<file path="config.mk">
export PLATFORM = sky130hd
export DESIGN_NAME = pba_ctrl
export DESIGN_NICKNAME = d
export VERILOG_FILES = /design/src/design/pba_pkg.sv /design/src/design/pba_ctrl.sv
export SDC_FILE = /design/constraint.sdc
export NUM_CORES = 1
export LEC_CHECK = 0
export BUFFER_PORTS_ARGS = -buffer_cell sky130_fd_sc_hd__buf_2
export CAP_MARGIN = 25
export CORE_AREA = 8 8 45 47
export DETAILED_ROUTE_END_ITERATION = 6
export DIE_AREA = 0 0 53 55
export SYNTH_ARGS = -nofsm -noshare
export SYNTH_HDL_FRONTEND = slang
export SYNTH_SLANG_ARGS = --single-unit
</file>
<file path="constraint.sdc">
create_clock -name clk -period 1.1 [get_ports clk]
set_input_delay 0.165 -clock clk [delete_from_list [all_inputs] [get_ports clk]]
set_output_delay 0.165 -clock clk [all_outputs]
set_load 0.05 [all_outputs]
</file>
<file path="src/design/pba_pkg.sv">
// shared types, constants and helpers for the page bitmap allocator
// no dependencies
`timescale 1ns / 1ps

package pba_pkg;

  localparam int NUM_PAGES_DEF = 65536;
  localparam int CNT_W         = 17;
  localparam int PAGE_W        = 17;
  localparam int START_W       = 16;
  localparam int WORD_BITS     = 32;
  localparam int BIT_W         = 5;

  localparam logic [CNT_W-1:0] TOTAL_RST = 17'h10000;
  localparam logic [CNT_W-1:0] CNT_MAX   = 17'h1FFFF;

  typedef enum logic [1:0] {
    OP_LOCK      = 2'd0,
    OP_FREE      = 2'd1,
    OP_RESERVE   = 2'd2,
    OP_UNRESERVE = 2'd3
  } op_t;

  typedef enum logic [2:0] {
    ST_CLEAR,
    ST_IDLE,
    ST_READ,
    ST_MOD,
    ST_DONE
  } state_t;

  typedef struct packed {
    logic clr_wr;
    logic load;
    logic rd;
    logic modify;
    logic finish;
  } pba_cmd_t;

  typedef struct packed {
    logic clr_last;
    logic more;
    logic out_busy;
  } pba_sts_t;

  function automatic logic [CNT_W-1:0] inc_sat(input logic [CNT_W-1:0] v);
    inc_sat = (v == CNT_MAX) ? v : v + 1'b1;
  endfunction

  function automatic logic [CNT_W-1:0] dec_sat(input logic [CNT_W-1:0] v);
    dec_sat = (v == '0) ? v : v - 1'b1;
  endfunction

endpackage

</file>
<file path="src/design/pba_ctrl.sv">
// sequencer for the page bitmap allocator: clear pass, page walk, result hand-off
// depends on pba_pkg
`timescale 1ns / 1ps

module pba_ctrl import pba_pkg::*; (
  input  logic     clk,
  input  logic     rst_n,
  input  logic     cfg_we,
  input  logic     in_tvalid,
  output logic     in_tready,
  input  pba_sts_t sts,
  output pba_cmd_t cmd
);

  state_t state_r, state_nxt;

  always_ff @(posedge clk) begin
    if (!rst_n) begin
      state_r <= ST_CLEAR;
    end else begin
      state_r <= state_nxt;
    end
  end

  always_comb begin
    state_nxt = state_r;
    case (state_r)
      ST_CLEAR: if (sts.clr_last) state_nxt = ST_IDLE;
      ST_IDLE:  if (in_tvalid) state_nxt = ST_READ;
      ST_READ:  state_nxt = sts.more ? ST_MOD : ST_DONE;
      ST_MOD:   state_nxt = ST_READ;
      ST_DONE:  if (!sts.out_busy) state_nxt = ST_IDLE;
      default:  state_nxt = ST_CLEAR;
    endcase
    // a map-size write restarts the clear pass
    if (cfg_we) state_nxt = ST_CLEAR;
  end

  always_comb begin
    cmd        = '0;
    in_tready  = 1'b0;
    case (state_r)
      ST_CLEAR: cmd.clr_wr = 1'b1;
      ST_IDLE: begin
        in_tready = 1'b1;
        cmd.load  = in_tvalid;
      end
      ST_READ:  cmd.rd = sts.more;
      ST_MOD:   cmd.modify = 1'b1;
      ST_DONE:  cmd.finish = !sts.out_busy;
      default:  cmd = '0;
    endcase
  end

endmodule

</file>
==> metrics.md <==
| Metric | Value |
|---|---|
| Outcome | finished, violations left |
| Failing checks | negative setup slack |
| Drt pass-1 iters | 4 |
| Dominant synthesized flop cell | dfxtp_1 |
| Synth top area cells | dfxtp_1 27%, nor3_1 9.1%, nor3b_1 6.8% |
| Type of the worst setup path | reg2out |
| Yosys top cell area share | 27.3% |
| Max-cap violations | 0 |
| GP Congestion | around 0.8 |
| Most flops, register | state_r |
| Hold Path Class | in2reg |
| Area of the die | between 2000 and 3000 sq um |
| Total GRT Usage | 5.25% |
| #FFs+latches synth | 3 |
| Antenna cells | 0 |
| Design Area, Final | ~480 sq um |
| Largest net degree at the start of global routing | 8 |
| Dominant cell type by area after synthesis | dfxtp_1 |
| Die W | 53 microns |
| Worst-Margin Slew | 254 ps |
| Syn. warnings | 0 |
| Worst Setup End Kind | primary output |
| CP Max Fanout | 4 |
| WL final | 762 microns |
| Max reg flops | 3 |
| Setup WS pre-CTS | -92.5 ps |
| Initial Utilization | 15.9% |
| First-pass GRT wire length | between 1 and 1.5 mm |
| Layout cells sized above 1 | about 75% |
| HPWL after detailed placement | 551 microns |
| Layout area overhead | 117% |
| Hold Slack | approximately 220 ps |
| RSZ-0062 raised after global routing | true |
| Leak | 0.198 nW |
| Synth Instances | 26 |
| Distinct cells, synth | 17 |
| Area of the core | 1380 sq um |
| Root Driver | clkbuf_4 |
| Critical Path RT | 940 ps |
| Asr flop ratio synth | 0% |
| CP Launch Type | register |
| Cell area after synthesis | 220 sq um |
| Row cnt | 14 |
| Total global routing overflow | 0 |
| Worst-Skew Late Latency | 240 ps |
| Fmax | a little under 0.8 GHz |
| Critical path arrival | 1130 ps |
| Average wire per standard cell | between 10 and 15 microns |
| Vias/cell | between 4 and 5 |
| Clock Path Buffers | 2 |
| Final hold vios | 0 |
| PnR Total Power | 0.398 mW |
| Top flop regs | state_r (3) |
| Die Ht | between 50 and 60 microns |
| Tcrit/Tclk final | 118% |
| Most frequent cell after synthesis | nor3_1 |
| Vias in the first global route | 254 |
| Share of the yosys chip area belonging to registers | between 20% and 30% |
| Antenna-violating nets left | 0 |
| Syn nets | 33 |
| # DRC | 0 |
| CTS Buf Count | 3 |
| Rel. slew slack | slightly above 80% |
| Maximum vdd ir drop | 460 uV |
| P per Cell Area | between 800 and 900 nW/um^2 |
| Finished Core Util | 34.5% |
| EDFF count, synth | 0 |
| Total clock sinks | 3 |
| Clock-pin slew on the worst setup and hold paths | ~40 ps |
| IO Port Bufs | 12 |
| Worst setup margin | -194 ps |
| Placed cells | 57 |
| Nets | 56 |
| Setup_tns | -1030 ps |
| Setup Skew | 6.78 ps |
| Most frequent cells after synthesis | 4 x nor3_1, 3 x dfxtp_1 |
| Crit path time final | 1290 ps |
| DRT iter0 DRCs | 7 |
| Slew Viols, Final | 0 |
| Initial antenna violation count | 0 |
| Area post-placement | 365 sq um |
| H-tree levels | 1 |
| Final Non-Filler Cells | between 60 and 70 |
| CTS tree | done |
| I/O pins | 13 |
| Syn_area_per_cell | ~8.5 sq um |
| Total number of vias | 268 |
| # setup viols final | 7 |
==> where the power goes <==
part	internal [mW]	switching [mW]
clock network	0.136	0.0640
logic	0.0420	0.0435
registers	0.106	0.00570
==> cell families after synthesis <==
kind of cell    share of synthesized area, %
flops                                   27.3
buf+inv                                 13.1
compound gates                          18.8
simple gates                            40.9
==> layout by cell type, fill, tap and decap left out, drive strengths merged <==
cell type	instances
a31oi	1
a21oi	2
buf	21
o21ai	1
clkbuf	4
a211o	1
dfxtp	3
nor4b	1
nor3	4
nor3b	3
inv	2
a211oi	1
nand2b	2
nand2	2
==> worst max-delay path, cell delays in order (launching register included) <==
cell and delay, ps:
dfxtp_4 350, buf_6 130, nor3b_4 220, buf_6 190
==> routing by layer <==
metal  global-route usage, %  share of wire, %
met5                       0                 0
met1                    5.02                43
met2                    8.79                53
met4                    5.17               2.1
met3                    1.60               1.8
==> layout make-up <==
type                    instances  area, sq um
well taps                      16         20.0
fillers                       146          906
multi-input cells              18          173
inverters                       2         7.51
clock buffers                   4         26.3
flip-flops and latches          3         71.3
repair buffers                 21          180
==> timing repair <==
| action | CTS | global route |
|---|---|---|
| resized for setup | 20 | 3 |
| pin swaps | 3 | 2 |
| hold buffers | 0 | 0 |
| setup endpoints to repair | 7 | 7 |
| setup buffers | 1 | 2 |
==> final timing paths <==
check / start / to / slack [ps] / depth (start not counted)
worst min-delay path: rst_n / state_r[0] / 220 / 3
worst min register to register: state_r[2] / state_r[1] / 590 / 2
worst max-delay path: state_r[2] / in_tready / -190 / 3
worst max register to register: state_r[2] / state_r[0] / -100 / 6
No activity file was read; power rests on OpenSTA's default activity.
